### config.mk
export PLATFORM = sky130hd
export DESIGN_NAME = joystick_direction_and_press_qualifier_top
export DESIGN_NICKNAME = d
export VERILOG_FILES = /design/src/hdl/jdpq_pkg.sv /design/src/hdl/joystick_direction_and_press_qualifier_top.sv
export SDC_FILE = /design/constraint.sdc
export NUM_CORES = 1
export LEC_CHECK = 0
export BUFFER_PORTS_ARGS = -buffer_cell sky130_fd_sc_hd__buf_4
export CAP_MARGIN = 10
export CORE_MARGIN = 2
export CORE_UTILIZATION = 60
export CTS_BUF_LIST = sky130_fd_sc_hd__clkbuf_2
export CTS_CLUSTER_DIAMETER = 50
export DETAILED_ROUTE_END_ITERATION = 8
export PLACE_DENSITY = 0.8
export SLEW_MARGIN = 20
export SYNTH_ARGS = -nofsm -noshare
export SYNTH_HDL_FRONTEND = slang
export SYNTH_SLANG_ARGS = --single-unit
### constraint.sdc
create_clock -name aclk -period 17 [get_ports aclk]
set_clock_uncertainty 0.2 [all_clocks]
set_input_delay 0 -clock aclk [delete_from_list [all_inputs] [get_ports aclk]]
set_output_delay 0 -clock aclk [all_outputs]
set_load 0.02 [all_outputs]
### src/hdl/jdpq_pkg.sv
// Shared definitions for the joystick direction and press qualifier.
// Widths, register map, reset values and direction codes.
// No dependencies.
package jdpq_pkg;

    // Field widths
    localparam int SAMPLE_BITS = 10;
    localparam int TIME_BITS   = 32;
    localparam int MS_BITS     = 16;
    localparam int DIR_BITS    = 3;

    // Stream payload widths, padded to whole bytes
    localparam int S_FIELD_W = 2 * SAMPLE_BITS + 1 + TIME_BITS;
    localparam int S_DATA_W  = ((S_FIELD_W + 7) / 8) * 8;
    localparam int M_FIELD_W = DIR_BITS + 2;
    localparam int M_DATA_W  = ((M_FIELD_W + 7) / 8) * 8;

    // Configuration port
    localparam int APB_DATA_W = 32;
    localparam int NUM_REGS   = 6;
    localparam int REG_IDX_W  = $clog2(NUM_REGS);
    localparam int APB_ADDR_W = REG_IDX_W + 2;

    typedef logic [SAMPLE_BITS-1:0] sample_t;
    typedef logic [TIME_BITS-1:0]   ms_time_t;
    typedef logic [MS_BITS-1:0]     ms_span_t;

    // Register indexes, byte address is 4 * index
    typedef enum logic [REG_IDX_W-1:0] {
        REG_AXIS_MAX      = 3'd0,
        REG_DEAD_LOW      = 3'd1,
        REG_DEAD_HIGH     = 3'd2,
        REG_REPEAT_MS     = 3'd3,
        REG_DEBOUNCE_MS   = 3'd4,
        REG_LONG_PRESS_MS = 3'd5
    } cfg_reg_e;

    // Reset values
    localparam sample_t  AXIS_MAX_RST      = sample_t'(1023);
    localparam sample_t  DEAD_LOW_RST      = sample_t'(300);
    localparam sample_t  DEAD_HIGH_RST     = sample_t'(700);
    localparam ms_span_t REPEAT_MS_RST     = ms_span_t'(300);
    localparam ms_span_t DEBOUNCE_MS_RST   = ms_span_t'(50);
    localparam ms_span_t LONG_PRESS_MS_RST = ms_span_t'(1000);

    // Direction codes
    typedef enum logic [DIR_BITS-1:0] {
        DIR_NONE  = 3'd0,
        DIR_LEFT  = 3'd1,
        DIR_RIGHT = 3'd2,
        DIR_DOWN  = 3'd3,
        DIR_UP    = 3'd4
    } dir_t;

endpackage

### src/hdl/joystick_direction_and_press_qualifier_top.sv
// Joystick direction and press qualifier: one poll in, one qualified result out.
// Input register, single-pass qualify logic, output register; APB register file.
// Depends on jdpq_pkg.
//
//  Channel   Ports              Payload (low bit up)
//  --------  -----------------  -------------------------------------------------
//  poll in   s_tvalid/s_tready  x_sample[9:0] y_sample[19:10] button_level[20]
//                               now_ms[52:21], zero pad to 56 bits
//  result    m_tvalid/m_tready  direction[2:0] pressed[3] long_pressed[4], pad to 8
//  config    APB psel/penable   regs at 4*i: axis_max dead_low dead_high
//                               repeat_ms debounce_ms long_press_ms
//
// One poll per cycle sustained while m_tready stays high. The timing state is read
// and written in the single qualify stage, so polls that follow each other in
// consecutive cycles see each other's updates. A stalled result holds the qualify
// stage; the input register still takes one more poll. Synchronous active-low
// reset clears timestamps, button state and config registers to their defaults.
module joystick_direction_and_press_qualifier_top
    import jdpq_pkg::*;
(
    input  logic                  aclk,
    input  logic                  aresetn,
    // poll input: x_sample, y_sample, button_level, now_ms
    input  logic                  s_tvalid,
    output logic                  s_tready,
    input  logic [S_DATA_W-1:0]   s_tdata,
    // result: direction, pressed, long_pressed
    output logic                  m_tvalid,
    input  logic                  m_tready,
    output logic [M_DATA_W-1:0]   m_tdata,
    // configuration
    input  logic                  psel,
    input  logic                  penable,
    input  logic                  pwrite,
    input  logic [APB_ADDR_W-1:0] paddr,
    input  logic [APB_DATA_W-1:0] pwdata,
    output logic [APB_DATA_W-1:0] prdata,
    output logic                  pready
);

    // ---------------------------------------------------------------
    // Register file
    // ---------------------------------------------------------------
    sample_t  axis_max_reg, dead_low_reg, dead_high_reg;
    ms_span_t repeat_ms_reg, debounce_ms_reg, long_press_ms_reg;
    logic     cfg_wr;
    cfg_reg_e cfg_idx;

    assign pready  = 1'b1;
    assign cfg_wr  = psel & penable & pwrite & pready;
    assign cfg_idx = cfg_reg_e'(paddr[APB_ADDR_W-1:2]);

    always_ff @(posedge aclk) begin
        if (!aresetn) begin
            axis_max_reg      <= AXIS_MAX_RST;
            dead_low_reg      <= DEAD_LOW_RST;
            dead_high_reg     <= DEAD_HIGH_RST;
            repeat_ms_reg     <= REPEAT_MS_RST;
            debounce_ms_reg   <= DEBOUNCE_MS_RST;
            long_press_ms_reg <= LONG_PRESS_MS_RST;
        end else if (cfg_wr) begin
            unique case (cfg_idx)
                REG_AXIS_MAX:      axis_max_reg      <= pwdata[SAMPLE_BITS-1:0];
                REG_DEAD_LOW:      dead_low_reg      <= pwdata[SAMPLE_BITS-1:0];
                REG_DEAD_HIGH:     dead_high_reg     <= pwdata[SAMPLE_BITS-1:0];
                REG_REPEAT_MS:     repeat_ms_reg     <= pwdata[MS_BITS-1:0];
                REG_DEBOUNCE_MS:   debounce_ms_reg   <= pwdata[MS_BITS-1:0];
                REG_LONG_PRESS_MS: long_press_ms_reg <= pwdata[MS_BITS-1:0];
                default: ;
            endcase
        end
    end

    // Read mux
    always_comb begin
        unique case (cfg_idx)
            REG_AXIS_MAX:      prdata = APB_DATA_W'(axis_max_reg);
            REG_DEAD_LOW:      prdata = APB_DATA_W'(dead_low_reg);
            REG_DEAD_HIGH:     prdata = APB_DATA_W'(dead_high_reg);
            REG_REPEAT_MS:     prdata = APB_DATA_W'(repeat_ms_reg);
            REG_DEBOUNCE_MS:   prdata = APB_DATA_W'(debounce_ms_reg);
            REG_LONG_PRESS_MS: prdata = APB_DATA_W'(long_press_ms_reg);
            default:           prdata = '0;
        endcase
    end

    // ---------------------------------------------------------------
    // Handshake: input register feeds the output register
    // ---------------------------------------------------------------
    logic     in_valid_reg, out_valid_reg;
    logic     advance;
    sample_t  x_reg, y_reg;
    logic     btn_reg;
    ms_time_t now_reg;

    assign advance  = in_valid_reg & (~out_valid_reg | m_tready);
    assign s_tready = ~in_valid_reg | advance;
    assign m_tvalid = out_valid_reg;

    always_ff @(posedge aclk) begin
        if (!aresetn) begin
            in_valid_reg <= 1'b0;
        end else if (s_tready) begin
            in_valid_reg <= s_tvalid;
        end
    end

    // Poll payload capture
    always_ff @(posedge aclk) begin
        if (s_tvalid && s_tready) begin
            x_reg   <= s_tdata[SAMPLE_BITS-1:0];
            y_reg   <= s_tdata[2*SAMPLE_BITS-1:SAMPLE_BITS];
            btn_reg <= s_tdata[2*SAMPLE_BITS];
            now_reg <= s_tdata[2*SAMPLE_BITS+TIME_BITS:2*SAMPLE_BITS+1];
        end
    end

    // ---------------------------------------------------------------
    // Qualify stage
    // ---------------------------------------------------------------
    ms_time_t last_event_reg, last_event_next;
    ms_time_t last_long_reg, last_long_next;
    logic     prev_button_reg, pressed_reg, pressed_next;
    logic     held;
    logic signed [SAMPLE_BITS:0] y_inv, lo_s, hi_s;
    logic     x_lt, x_gt, y_lt, y_gt, outside, moved, refreshed;
    ms_time_t since_event, since_long, settle;
    logic     long_next;
    dir_t     dir_next;

    assign held  = ~btn_reg;
    assign y_inv = $signed({1'b0, axis_max_reg}) - $signed({1'b0, y_reg});
    assign lo_s  = $signed({1'b0, dead_low_reg});
    assign hi_s  = $signed({1'b0, dead_high_reg});

    // Dead-band tests
    assign x_lt    = x_reg < dead_low_reg;
    assign x_gt    = x_reg > dead_high_reg;
    assign y_lt    = y_inv < lo_s;
    assign y_gt    = y_inv > hi_s;
    assign outside = x_lt | x_gt | y_lt | y_gt;

    // Movement gate against the shared timestamp
    assign since_event = now_reg - last_event_reg;
    assign moved       = outside & (since_event > TIME_BITS'(repeat_ms_reg));

    // Later test overrides earlier: left, right, down, up
    always_comb begin
        dir_next = DIR_NONE;
        if (moved) begin
            priority if (y_gt) dir_next = DIR_UP;
            else if (y_lt)     dir_next = DIR_DOWN;
            else if (x_gt)     dir_next = DIR_RIGHT;
            else if (x_lt)     dir_next = DIR_LEFT;
            else               dir_next = DIR_NONE;
        end
    end

    // Either a move or a button edge restarts the shared timestamp
    assign refreshed       = moved | (held != prev_button_reg);
    assign last_event_next = refreshed ? now_reg : last_event_reg;
    assign settle          = refreshed ? '0 : since_event;

    assign pressed_next = (settle > TIME_BITS'(debounce_ms_reg)) ? held : pressed_reg;

    // Long-press repeat
    assign since_long     = now_reg - last_long_reg;
    assign long_next      = held & (settle > TIME_BITS'(long_press_ms_reg))
                            & (since_long >= TIME_BITS'(long_press_ms_reg));
    assign last_long_next = long_next ? now_reg : last_long_reg;

    // State update
    always_ff @(posedge aclk) begin
        if (!aresetn) begin
            last_event_reg  <= '0;
            last_long_reg   <= '0;
            prev_button_reg <= 1'b0;
            pressed_reg     <= 1'b0;
        end else if (advance) begin
            last_event_reg  <= last_event_next;
            last_long_reg   <= last_long_next;
            prev_button_reg <= held;
            pressed_reg     <= pressed_next;
        end
    end

    // ---------------------------------------------------------------
    // Output register
    // ---------------------------------------------------------------
    dir_t dir_reg;
    logic long_reg;

    always_ff @(posedge aclk) begin
        if (!aresetn) begin
            out_valid_reg <= 1'b0;
        end else if (advance) begin
            out_valid_reg <= 1'b1;
        end else if (m_tready) begin
            out_valid_reg <= 1'b0;
        end
    end

    always_ff @(posedge aclk) begin
        if (advance) begin
            dir_reg  <= dir_next;
            long_reg <= long_next;
        end
    end

    assign m_tdata = M_DATA_W'({long_reg, pressed_reg, dir_reg});

    // ---------------------------------------------------------------
    // Assertions
    // ---------------------------------------------------------------
    a_empty_ready: assert property (@(posedge aclk) disable iff (!aresetn)
        !in_valid_reg |-> s_tready)
        else $error("input register empty but s_tready low");

    a_stall_holds_state: assert property (@(posedge aclk) disable iff (!aresetn)
        (m_tvalid && !m_tready) |=> ($stable(last_event_reg) && $stable(last_long_reg)
                                     && $stable(pressed_reg)))
        else $error("timing state changed while result stalled");

    a_move_stamps: assert property (@(posedge aclk) disable iff (!aresetn)
        (advance && dir_next != DIR_NONE) |=> (last_event_reg == $past(now_reg)))
        else $error("reported direction did not refresh event timestamp");

    a_long_needs_hold: assert property (@(posedge aclk) disable iff (!aresetn)
        (advance && long_next) |=> (prev_button_reg && last_long_reg == $past(now_reg)))
        else $error("long press pulse without held button or timestamp");

endmodule

# Yosys cells after proc, flatten, opt, wreduce, memory -nomap -nowiden
# Cells that the tools add are included.
dict set report classes {
  add_sub_neg 3
  n_eq_ne 6
  bitwise_logic 16
  reduce_logical 13
  order_cmp 8
  mux 8
}
# op n
set ops {}
lappend ops {{greater-than comparator 32 x 16 -> 1 bit} 3}
lappend ops {{one-hot mux 16 bit (6 select lines)} 1}
lappend ops {{subtractor 32 bit} 2}
lappend ops {{>= comparator 32 x 16 -> 1 bit} 1}
lappend ops {{2-to-1 mux 32 bit} 1}
lappend ops {{AND reduction 2 bit} 9}
lappend ops {{greater-than comparator 11 bit} 1}
lappend ops {{< comparator 11 bit} 1}
lappend ops {{subtractor 10 x 10 -> 11 bit} 1}
lappend ops {{greater-than comparator 10 bit} 1}
lappend ops {{< comparator 10 bit} 1}
lappend ops {{AND 1 bit} 6}
lappend ops {{== test 3 x 2 -> 1 bit (second input constant)} 2}
lappend ops {{== test 3 bit (second input constant)} 2}
lappend ops {{bitwise OR 1 bit} 6}
lappend ops {{2-to-1 mux 2 bit} 2}
lappend ops {{NOT 1 bit} 4}
lappend ops {{== test 3 x 1 -> 1 bit (second input constant)} 1}
lappend ops {{logical NOT 3 bit} 1}
lappend ops {{2-to-1 mux 1 bit} 3}
lappend ops {{2-to-1 mux 3 bit} 1}
lappend ops {{nonzero test 2 bit} 1}
lappend ops {{OR reduction 2 bit} 1}
lappend ops {{logical AND 1 bit} 1}
lappend ops {{inequality test 1 bit} 1}
dict set report totals {
  output_inout_bits 43
  in_bits 100
  reg_bits 203
  elab_cells 73
}

# Logic depth before layout (Yosys ltp)
# Gate-level depths: netlist of the first run.
dict set report depth {
  word_depth 11
  depth_mapped 34
  mapped_depth_nobuf 32
}

# Worst setup path before layout of the first run
# OpenSTA, ideal clock, no wires.
dict set report synth_timing {
  path_kind {reg-to-reg}
  startpoint {register now_reg[0]}
  endpoint {register last_long_reg[10]}
  arrival_ns 6.185
  setup_ns 0.072
  path_buffers 2
  period_less_slack_ns 6.456
  stages_incl_launch_ff 32
  path_slack_ns 10.544
  required_time_ns 16.728
  path_cell_list {edfxtp_1 inv_1 ha_1 inv_1 fa_1 a21o_1 a221o_1 a211oi_2 o21ai_2 xor2_1 ha_1 nand4_1 nor2_1 nand2_1 a221oi_1 nor2_1 a21oi_1 nor4_1 o21ai_1 clkbuf_1 nor2b_1 ha_1 nand4_1 or2_2 o221ai_1 or2_2 nand4_1 a21oi_1 a311oi_2 nor3_4 buf_8 mux2i_1}
}
dict set report synth_between {
  elab_chain_cells 9
  elab_cells_between_ends 11
  classes_between {2 x add/sub; 3 x order compare; 1 x mux; 4 x bitwise; 1 x reduce/logical}
}
# element line_no
set synth_rtl {}
lappend synth_rtl {{start: declaration} joystick_direction_and_press_qualifier_top.sv:94} ;# ms_time_t now_reg;
lappend synth_rtl {{start signal: assignment} joystick_direction_and_press_qualifier_top.sv:114} ;# now_reg <= s_tdata[2*SAMPLE_BITS+TIME_BITS:2*SAMPLE_BITS+1];
lappend synth_rtl {{subtractor 32 bit} joystick_direction_and_press_qualifier_top.sv:144} ;# assign since_event = now_reg - last_event_reg;
lappend synth_rtl {{greater-than comparator 32 x 16 -> 1 bit} joystick_direction_and_press_qualifier_top.sv:145} ;# assign moved = outside & (since_event > TIME_BITS'(repeat_ms_reg));
lappend synth_rtl {{AND 1 bit} joystick_direction_and_press_qualifier_top.sv:145}
lappend synth_rtl {{bitwise OR 1 bit} joystick_direction_and_press_qualifier_top.sv:160} ;# assign refreshed = moved | (held != prev_button_reg);
lappend synth_rtl {{2-to-1 mux 32 bit} joystick_direction_and_press_qualifier_top.sv:162} ;# assign settle = refreshed ? '0 : since_event;
lappend synth_rtl {{greater-than comparator 32 x 16 -> 1 bit} joystick_direction_and_press_qualifier_top.sv:168} ;# assign long_next = held & (settle > TIME_BITS'(long_press_ms_reg))
lappend synth_rtl {{AND 1 bit} joystick_direction_and_press_qualifier_top.sv:168}
lappend synth_rtl {{AND 1 bit (*)} joystick_direction_and_press_qualifier_top.sv:169} ;# & (since_long >= TIME_BITS'(long_press_ms_reg));
lappend synth_rtl {{AND reduction 2 bit (no source line) (*)} n/a}
lappend synth_rtl {{end signal: assignment} joystick_direction_and_press_qualifier_top.sv:181} ;# last_long_reg <= last_long_next;
lappend synth_rtl {{end: declaration} joystick_direction_and_press_qualifier_top.sv:122} ;# ms_time_t last_long_reg, last_long_next;
# Every way passes the cells marked *; elsewhere a longest branch is shown, timed or not.
# A chain may end at the register's enable or synchronous reset.

# Final worst setup path of the first run
dict set report layout_timing {
  startpoint {register now_reg[0]}
  endpoint {register last_long_reg[9]}
}
# Same word-level chain as after synthesis.

==> impl_metrics.yaml, run 1 <==
sta:
  hold_violations: 0
  tightest_slew_ns: 1.025
  slew_violations: 0
  slew_headroom: 0.3139
  fmax_mhz: 121.2
  rsz0062_at_grt: "no"
  tns_ns: 0
  setup_viol: 0
  layout_setup_ws_ns: 8.749
  post-route-period-util: 0.4853
  period_needed_ns: 8.251
setup_path:
  cp-end-kind: "flop"
  cp.arrival_ns: 8.74
  slowest_delay_ns: 0.58
  path_max_fanout: 32
  worstPathRequired_ns: 17.49
  crit_slowest_cell: "o21ai_4"
  path_class: "reg2reg"
  startpoint_type: "flop"
  reg2reg_slack_ns: 8.75
final_layout:
  drive_gt1_frac: 0.1094
  nNetsFinal: 2336
  syn_to_final_growth_pct: 19.98
  fin_util: 0.7334
clock_network:
  clk_path_buf_depth: 3
  htreeDepth: 2
  clock-sinks: 203
  cts_tree: "done"
  cts_inserted_buffers: 55
  postCtsSetupBuffers: 0
  clk_pin_slew_ns: 0.11
  cts-root-buf: "clkbuf_2"
  clk_latency_ns: 0.88
routing:
  wire_per_inst_um: 18.48
  drc_errors: 0
  vias: 14370
  detail_route.iter0.violations: 1207
  drt-total-wl_um: 44890
  dr.pass1.iters: 6
  drt.antenna.violating_nets: 0
  viasPerCell: 5.917
job:
  maxCapViolCount: 0
power_and_ir_drop:
  total_power_mw: 1.218
  p_seq_frac: 0.432
  power.leakage_nw: 7.370
  p_int_uw: 787.4
  powerDensity_nw_per_um2: 68.27
  peakVddDrop_mv: 0.06123
  switching_share: 0.3534
  clkPwrFrac: 0.283
  pwr-share-comb: 0.285
  p_switching_uw: 430.3
die:
  start_util: 0.6113
  num_io_pins: 143
  core-area_sq_um: 24320
  dieArea_sq_um: 26050
  die_w_um: 161.4
  std_cell_rows: 57
  die_h_um: 161.4
worst_hold_path:
  min_path_type: "in2reg"
global_route:
  antenna_found_initial: 2
  grt_max_degree: 105
  globalRouteTotalUtil: 0.3406
  grt_first_pass_wirelength_um: 71410
  grt_pass1_vias: 13910
  overflow: 0
yosys:
  ys_seq_area_frac: 0.3118
  synth_cell_type_count: 81
  ys.flop_type: "dfxtp_1"
  ys_ff_latch: 203
  syn_inst: 1805
  async_flop_share: 0
  synth_area_sq_um: 14870
  yosysWarnings: 0
  avgSynthCellArea_sq_um: 8.236
  synth-edff-count: 57
place:
  place_congestion: 0.9398
  io_buffers: 101
  dp_hpwl_um: 31090
  dp_worst_setup_slack_ns: 9.041
outcome:
  status: "complete, no violations"
==> cells in the final DEF (no fill, tap or decap), types with 63 or more instances in the layout <==
cell type      Yosys  routed
dfxtp_1          146     146
ha_1             172     172
inv_1            160     160
nand2_1          285     285
a21oi_1          163     163
clkbuf_2           0      79
nor2b_1           63      63
buf_4             22     111
nor2_1            69      68
dlygate4sd3_1      0     167
==> Yosys cell counts (all sizes together) (4+ instances only) <==
library cell | instances | area share
nand4 | 36 | 0.015
a31oi | 9 | 0.0038
and3 | 8 | 0.0034
a2111oi | 6 | 0.0035
xnor2 | 27 | 0.016
xor2 | 23 | 0.014
o21ai | 68 | 0.023
nor4 | 7 | 0.0029
ha | 172 | 0.14
o21bai | 7 | 0.0035
nor3 | 25 | 0.0092
o2111ai | 4 | 0.0024
nor2 | 69 | 0.017
mux2i | 54 | 0.036
a21oi | 169 | 0.059
a21o | 43 | 0.022
a211oi | 10 | 0.0054
o22ai | 10 | 0.0042
nor2b | 63 | 0.027
clkbuf | 60 | 0.015
nand2b | 11 | 0.0046
a21boi | 48 | 0.024
nand3 | 28 | 0.0094
or3 | 11 | 0.0046
a22oi | 11 | 0.0056
o22a | 4 | 0.0024
o21a | 17 | 0.0086
inv | 160 | 0.040
nor3b | 4 | 0.0020
buf | 37 | 0.019
edfxtp | 57 | 0.12
nand2 | 285 | 0.072
dfxtp | 146 | 0.20
or2 | 8 | 0.0034
o221ai | 8 | 0.0047
a221oi | 5 | 0.0034
and2 | 7 | 0.0029
o211ai | 39 | 0.020
==> through the flow <==
stage | instance area (sq um) | std cells | hold slack (ns)
floorplan | 14930 | 1823 | -0.1011
global placement | 15680 | 2161 | -0.02210
detailed placement | 15680 | 2161 | -0.02073
CTS | 17830 | 2426 | 0.01237
global route | 17840 | 2429 | 0.09232
finish | 17840 | 2429 | 0.1001
==> final timing paths <==
check,to,depth (start not counted),from
worst max-delay path,last_long_reg[9],32,now_reg[0]
worst min-delay path,m_tvalid,3,aresetn
worst min register to register,last_long_reg[7],2,last_long_reg[7]
worst max register to register,last_long_reg[9],32,now_reg[0]
==> worst max-delay path, delay by kind of cell (launching register included) <==
family          cells  cell delay, ns
compound gates     13            3.48
simple gates        9            1.34
fa+ha+maj           4            1.24
buf+inv             4            0.89
flops               1            0.46
xor+xnor            1            0.23
mux                 1            0.20
==> power groups by stage <==
stage                     registers, mW  clock network, mW  logic (mW)
after floorplan                   0.533                  0       0.225
after global placement            0.536                  0       0.299
after detailed placement          0.537                  0       0.307
after CTS                         0.526              0.349       0.336
after global routing              0.528              0.372       0.380
final                             0.526              0.344       0.347
==> final cells by class <==
class | count | area, sq um
Antenna cell | 3 | 7.507
Clock buffer | 79 | 395.4
Clock inverter | 19 | 81.33
Fill cell | 1826 | 6484
Inverter | 160 | 600.6
Multi-Input combinational cell | 1363 | 9206
Sequential cell | 203 | 4634
Tap cell | 324 | 405.4
Timing Repair Buffer | 278 | 2505
==> timing repair <==
item,CTS,global route
hold buffers,167,0
resized for setup,0,0
hold endpoints to repair,228,0
==> cell families after synthesis <==
kind of cell,share of synthesized area
compound gates,0.2123
fa+ha+maj,0.1488
xor+xnor,0.02946
other cells,0.0005052
flops,0.3118
buf+inv,0.07483
simple gates,0.1822
mux,0.04015
==> metal layers <==
layer | track usage | up-vias | share of wire
li1 | - | 6873 | -
met1 | 0.4443 | 6715 | 0.42
met2 | 0.5721 | 634 | 0.47
met3 | 0.05444 | 150 | 0.077
met4 | 0.1230 | 0 | 0.036
met5 | 0 | - | 0
Note: power is estimated with default switching activity, not from simulation.
==> run 2, diff against run 1 <==
--- a/config.mk
+++ b/config.mk
@@ -5,6 +5,7 @@
 export SDC_FILE = /design/constraint.sdc
 export NUM_CORES = 1
 export LEC_CHECK = 0
+export ABC_AREA = 1
 export BUFFER_PORTS_ARGS = -buffer_cell sky130_fd_sc_hd__buf_4
 export CAP_MARGIN = 10
 export CORE_MARGIN = 2
==> constraint.sdc (replaced) <==
create_clock -name aclk -period 7.63 [get_ports aclk]
set_clock_uncertainty 0.2 [all_clocks]
set_input_delay 0 -clock aclk [delete_from_list [all_inputs] [get_ports aclk]]
set_output_delay 0 -clock aclk [all_outputs]
set_load 0.02 [all_outputs]
==> run 2 against run 1 <==
Against the previous run: the run now ends with DRC left; synthesized cell count is 15% higher; area after synthesis decreased by 1.9%; power up 140%; largest power group unchanged.
==> impl_metrics.yaml, run 2 <==
setup_path:
  cp-end-kind: "flop"
  reg2reg_from: "axis_max_reg[0]"
  slowest_delay_ns: 0.67
  worstPathRequired_ns: 8.15
  startpoint_type: "flop"
  crit_path_start: "axis_max_reg[0]"
  path_max_fanout: 64
  path_class: "reg2reg"
  cp.arrival_ns: 7.27
  crit_slowest_cell: "nand4_4"
yosys:
  synth-edff-count: 57
  synth_xor_area_frac: 0.03002
  syn_inst: 2070
  synth_simple_gate_area_frac: 0.2282
  synth_top_family_by_area: "simple AND/OR/NAND/NOR gates"
  synthTopCellsByArea: "dfxtp_1 20%, ha_1 15%, nand2_1 12%, edfxtp_1 12%, inv_1 9.1%"
  synthAdderAreaFrac: 0.1516
  synth_compound_area_frac: 0.1544
  async_flop_share: 0
  ys.flop_type: "dfxtp_1"
  ys_ff_latch: 203
  ys_seq_area_frac: 0.3177
  synth_common_cells: "462 x nand2_1, 355 x inv_1, 201 x nor2_1"
  synth.top_cell.area_share: 0.2003
  synth.largest_area_cell: "dfxtp_1"
  synth_area_sq_um: 14590
  yosysWarnings: 0
  yosysMostFrequentCell: "nand2_1"
  synth_cell_type_count: 47
  avgSynthCellArea_sq_um: 7.048
  synthMuxAreaShare: 0
outcome:
  violations: "DRC"
  status: "complete, but fails checks"
power_and_ir_drop:
  total_power_mw: 2.874
  powerDensity_nw_per_um2: 163.3
  peakVddDrop_mv: 0.1593
  power.leakage_nw: 8.831
final_layout:
  fillers: 1978
  layout_commonest_cell: "nand2_1"
  final_cell_mix: "462 x nand2_1, 354 x inv_1, 201 x nor2_1"
  syn_to_final_growth_pct: 20.64
  fin_util: 0.7301
  drive_gt1_frac: 0.08920
  nNetsFinal: 2621
  design_area_sq_um: 17600
clock_network:
  ctsHoldBuffers: 160
  clk_pin_slew_ns: 0.12
  cts-root-buf: "clkbuf_2"
  cts_inserted_buffers: 53
  postCtsSetupBuffers: 0
  htreeDepth: 2
  cts_tree: "done"
  clk_latency_ns: 0.90
  clock-sinks: 203
  cts_resized: 0
  clk_path_buf_depth: 3
die:
  core-area_sq_um: 24110
  dieArea_sq_um: 25580
  die_w_um: 159.9
  num_io_pins: 143
  start_util: 0.6052
  std_cell_rows: 57
  die_h_um: 159.9
sta:
  tns_ns: 0
  slew_headroom: 0.3057
  post-route-period-util: 0.8846
  fmax_mhz: 148.2
  rsz0062_at_grt: "no"
  tightest_slew_ns: 1.033
  slew_violations: 0
  hold_violations: 0
  period_needed_ns: 6.749
  setup_viol: 0
global_route:
  globalRouteTotalUtil: 0.3417
  antenna_found_initial: 1
  overflow: 0
  grt_first_pass_wirelength_um: 70110
  grt_pass1_vias: 14130
  grt_max_degree: 98
routing:
  drt.antenna.violating_nets: 0
  drc_errors: 20
  vias: 14660
  dr.pass1.iters: 9
  viasPerCell: 5.398
  drt-met1-wl_um: 19290
  drt-total-wl_um: 43690
  topRoutingLayerUsed: "met4"
  detail_route.iter0.violations: 1401
  wire_per_inst_um: 16.09
  dr_wl_met3_um: 4443
  wl_met2_um: 18740
place:
  placed_cell_area_sq_um: 15510
  io_buffers: 101
  dp_hpwl_um: 32340
  place_congestion: 0.9504
job:
  maxCapViolCount: 0
worst_hold_path:
  min_path_type: "in2reg"
  hp-start: "s_tdata[12]"
[run 2: cell types whose count changed after synthesis, moves of 19 or more]
cell      before  now
inv_1        160  355
nand2_1      285  462
nor2_1        69  201
o21ai_0       62  126
nor2b_1       63    0
mux2i_1       54    0
a21boi_0      48    2
nand3_1       28   71
a21o_1        43   10
a21oi_1      163  190
clkbuf_1      60   36
o211ai_1      38   19
[run 2: cell families after synthesis]
group                      after synthesis
adders and majority gates              175
DFF                                    203
other                                    2
AOI/OAI and AO/OA                      405
xor gates and xnor gates                50
and+or+nand+nor                        810
buffers and inverters                  425
[run 2: area by class of cell]
type / instances / area [sq um] / share of cell area
multi-input combinational: 1460 / 8317 / 0.4725
sequential: 203 / 4634 / 0.2633
timing repair buffer: 267 / 2400 / 0.1363
inverter: 361 / 1355 / 0.07699
tap: 324 / 405.4 / 0.02303
clock buffer: 79 / 395.4 / 0.02246
clock inverter: 18 / 86.33 / 0.004905
antenna: 3 / 7.507 / 0.0004265
[run 2: final timing paths]
path | to | slack, ns | depth (start not counted)
setup / recovery | last_long_reg[14] | 0.88 | 34
hold / removal | y_reg[2] | 0.16 | 3
setup reg to reg | last_long_reg[14] | 0.88 | 34
hold reg to reg | last_event_reg[14] | 0.26 | 2
[run 2: layer usage]
metal,global-route usage,vias to the layer above
met4,0.1065,0
met2,0.5301,598
li1,-,7305
met1,0.4594,6650
met5,0,-
met3,0.1031,102
[run 2: where the power goes]
group | internal [mW] | total, mW | switching [mW] | leakage (nW)
Sequential | 1.16 | 1.19 | 0.0321 | 1.74
Clock | 0.283 | 0.763 | 0.480 | 0.365
Combinational | 0.361 | 0.919 | 0.557 | 6.72
Total | 1.80 | 2.87 | 1.07 | 8.83
[run 2: stage by stage]
step	hold WS (ns)	cells	setup WS, ns
after CTS	0.07685	2712	1.144
after floorplan	-0.1011	2088	2.483
after global placement	-0.02223	2455	1.408
after detailed placement	-0.02075	2455	1.241
final	0.1578	2715	0.8805
after global routing	0.1289	2715	0.1997
[run 2: worst max-delay path: cells and delay by family, from the launching register on]
family	cells	cell delay (ns)
xor gates and xnor gates	1	0.54
adders and majority gates	3	0.89
DFF	1	0.42
and+or+nand+nor	18	3.15
AOI/OAI and AO/OA	8	0.98
buffers and inverters	4	0.37
==> run 3, diff against run 2 <==
==> constraint.sdc (replaced) <==
create_clock -name aclk -period 7.1 [get_ports aclk]
set_clock_uncertainty 0.2 [all_clocks]
set_input_delay 0 -clock aclk [delete_from_list [all_inputs] [get_ports aclk]]
set_output_delay 0 -clock aclk [all_outputs]
set_load 0.02 [all_outputs]
==> run 3 against run 2 <==
Against the previous run: the flow now finishes without violations; die area unchanged; via count increased by 1.8%; critical endpoint is now last_long_reg[29]; routed wire length increased by 3.4%; critical path type unchanged; utilization increased by 0.56 points; combinational power increased by 9%; largest cell class unchanged; critical path depth unchanged.
==> impl_metrics.yaml, run 3 (synthesized netlist as in run 2, its figures left out) <==
power_and_ir_drop:
  clkPwrFrac: 0.271
  power.leakage_nw: 8.904
  switching_share: 0.3710
  pwr-share-comb: 0.320
  p_int_mw: 1.972
  p_seq_frac: 0.409
  peakVddDrop_mv: 0.1431
  powerDensity_nw_per_um2: 176.8
  p_switching_mw: 1.163
worst_hold_path:
  holdPathStages: 3
  min_path_type: "in2reg"
global_route:
  use_met2: 0.5409
  busiest_layer: "met2"
  grt_first_pass_wirelength_um: 70430
  grt_pass1_vias: 14000
  globalRouteTotalUtil: 0.3435
  grt_max_degree: 90
  gr-usage-met3: 0.09818
  overflow: 0
  antenna_found_initial: 1
  use_met1: 0.4523
routing:
  wire_per_inst_um: 16.59
  dr.pass1.iters: 7
  drc_errors: 0
  drt-total-wl_um: 45190
  viasPerCell: 5.475
  drt.antenna.violating_nets: 0
  vias: 14920
  detail_route.iter0.violations: 1321
setup_path:
  path_class: "reg2reg"
  crit_slowest_cell: "dfxtp_1"
  path_max_fanout: 40
  startpoint_type: "flop"
  cp-end-kind: "flop"
  crit_top_cell: "nand2_1"
  slowest_delay_ns: 0.50
  r2r.worst_path.cells: 34
  cp.arrival_ns: 7.15
  worstPathRequired_ns: 7.66
  reg2reg_slack_ns: 0.51
sta:
  fmax_mhz: 151.8
  post-route-period-util: 0.9279
  hold_violations: 0
  setup_viol: 0
  slew_violations: 0
  period_needed_ns: 6.588
  tightest_slew_ns: 1.000
  slew_headroom: 0.3281
clock_network:
  clk_latency_ns: 0.93
  cts_tree: "done"
  cts-root-buf: "clkbuf_2"
  htreeDepth: 2
  clk_path_buf_depth: 3
  clock-sinks: 203
  clk_pin_slew_ns: 0.11
  cts_inserted_buffers: 55
place:
  io_buffers: 101
  place_congestion: 0.9692
  dp_cells: 2455
  dp_hpwl_um: 32150
job:
  maxCapViolCount: 0
die:
  die_h_um: 159.9
  num_io_pins: 143
  std_cell_rows: 57
  dieArea_sq_um: 25580
  start_util: 0.6052
  core-area_sq_um: 24110
  die_w_um: 159.9
final_layout:
  nNetsFinal: 2631
  layout_commonest_cell: "nand2_1"
  fillers: 1934
  final_cell_mix: "462 x nand2_1, 354 x inv_1, 201 x nor2_1"
  fin_util: 0.7358
  stdcell_count: 2724
  drive_gt1_frac: 0.09254
  syn_to_final_growth_pct: 21.57
outcome:
  status: "complete, no violations"
==> run 3: cell types whose count changed in the layout (fill, tap and decap cells not counted), moves of 2 or more <==
cell,previous run,this run
buf_12,0,2
clkbuf_2,79,87
diode_2,3,1
dlygate4sd3_1,159,166
clkinvlp_4,2,0
clkinv_1,16,11
==> run 3: path summary, 6_finish.rpt <==
check / to / startpoint
min reg2reg: last_event_reg[8] / last_event_reg[8]
max: last_long_reg[29] / axis_max_reg[1]
max reg2reg: last_long_reg[29] / axis_max_reg[1]
min: y_reg[2] / s_tdata[12]
==> run 3: power groups by stage <==
stage               combinational (mW)  clock (mW)  sequential [mW]
finish                            1.00       0.849             1.28
global route                      1.13       0.921             1.29
CTS                              0.968       0.856             1.28
global placement                 0.870           0             1.30
floorplan                        0.666           0             1.29
detailed placement               0.894           0             1.31
==> run 3: repair_timing <==
action,CTS,global route
hold buffers,167,0
buffers inserted,0,0
hold endpoints to repair,256,0
endpoints found under the setup margin,0,20
gates resized for setup,0,2
==> run 3: per-layer routing <==
layer  vias to the layer above  wire (um)
met1                      6804      19170
li1                       7306          -
met3                       132       5022
met4                         0       1363
met5                         -          0
met2                       673      19630
==> run 3: final cells by class <==
cell class              count  area [sq um]  area share
multi-input cells        1461          8330      0.4697
inverters                 361          1355     0.07640
well taps                 324         405.4     0.02286
clock inverters            13         75.07    0.004233
repair buffers            274          2497      0.1408
flip-flops and latches    203          4634      0.2613
diodes                      1         2.502   0.0001411
clock buffers              87         435.4     0.02455
==> run 3: worst max-delay path: cells and delay by family, from the launching register on <==
family,cells,cell delay (ns)
xor gates and xnor gates,1,0.34
and+or+nand+nor,19,2.59
AOI/OAI and AO/OA,8,1.38
DFF,1,0.50
buffers and inverters,3,0.45
adders and majority gates,3,0.96
==> run 3: stage by stage <==
step / total power, mW / TNS, ns / area [sq um] / worst slack [ns] / hold slack (ns)
2_1_floorplan: 1.961 / 0 / 14660 / 1.953 / -0.1011
3_3_place_gp: 2.174 / 0 / 15520 / 1.039 / -0.02228
3_5_place_dp: 2.200 / 0 / 15520 / 0.8805 / -0.02073
4_1_cts: 3.104 / 0 / 17710 / 0.7942 / 0.07849
5_1_grt: 3.333 / -0.008656 / 17740 / -0.006282 / 0.1174
6_report: 3.135 / 0 / 17740 / 0.5122 / 0.1451
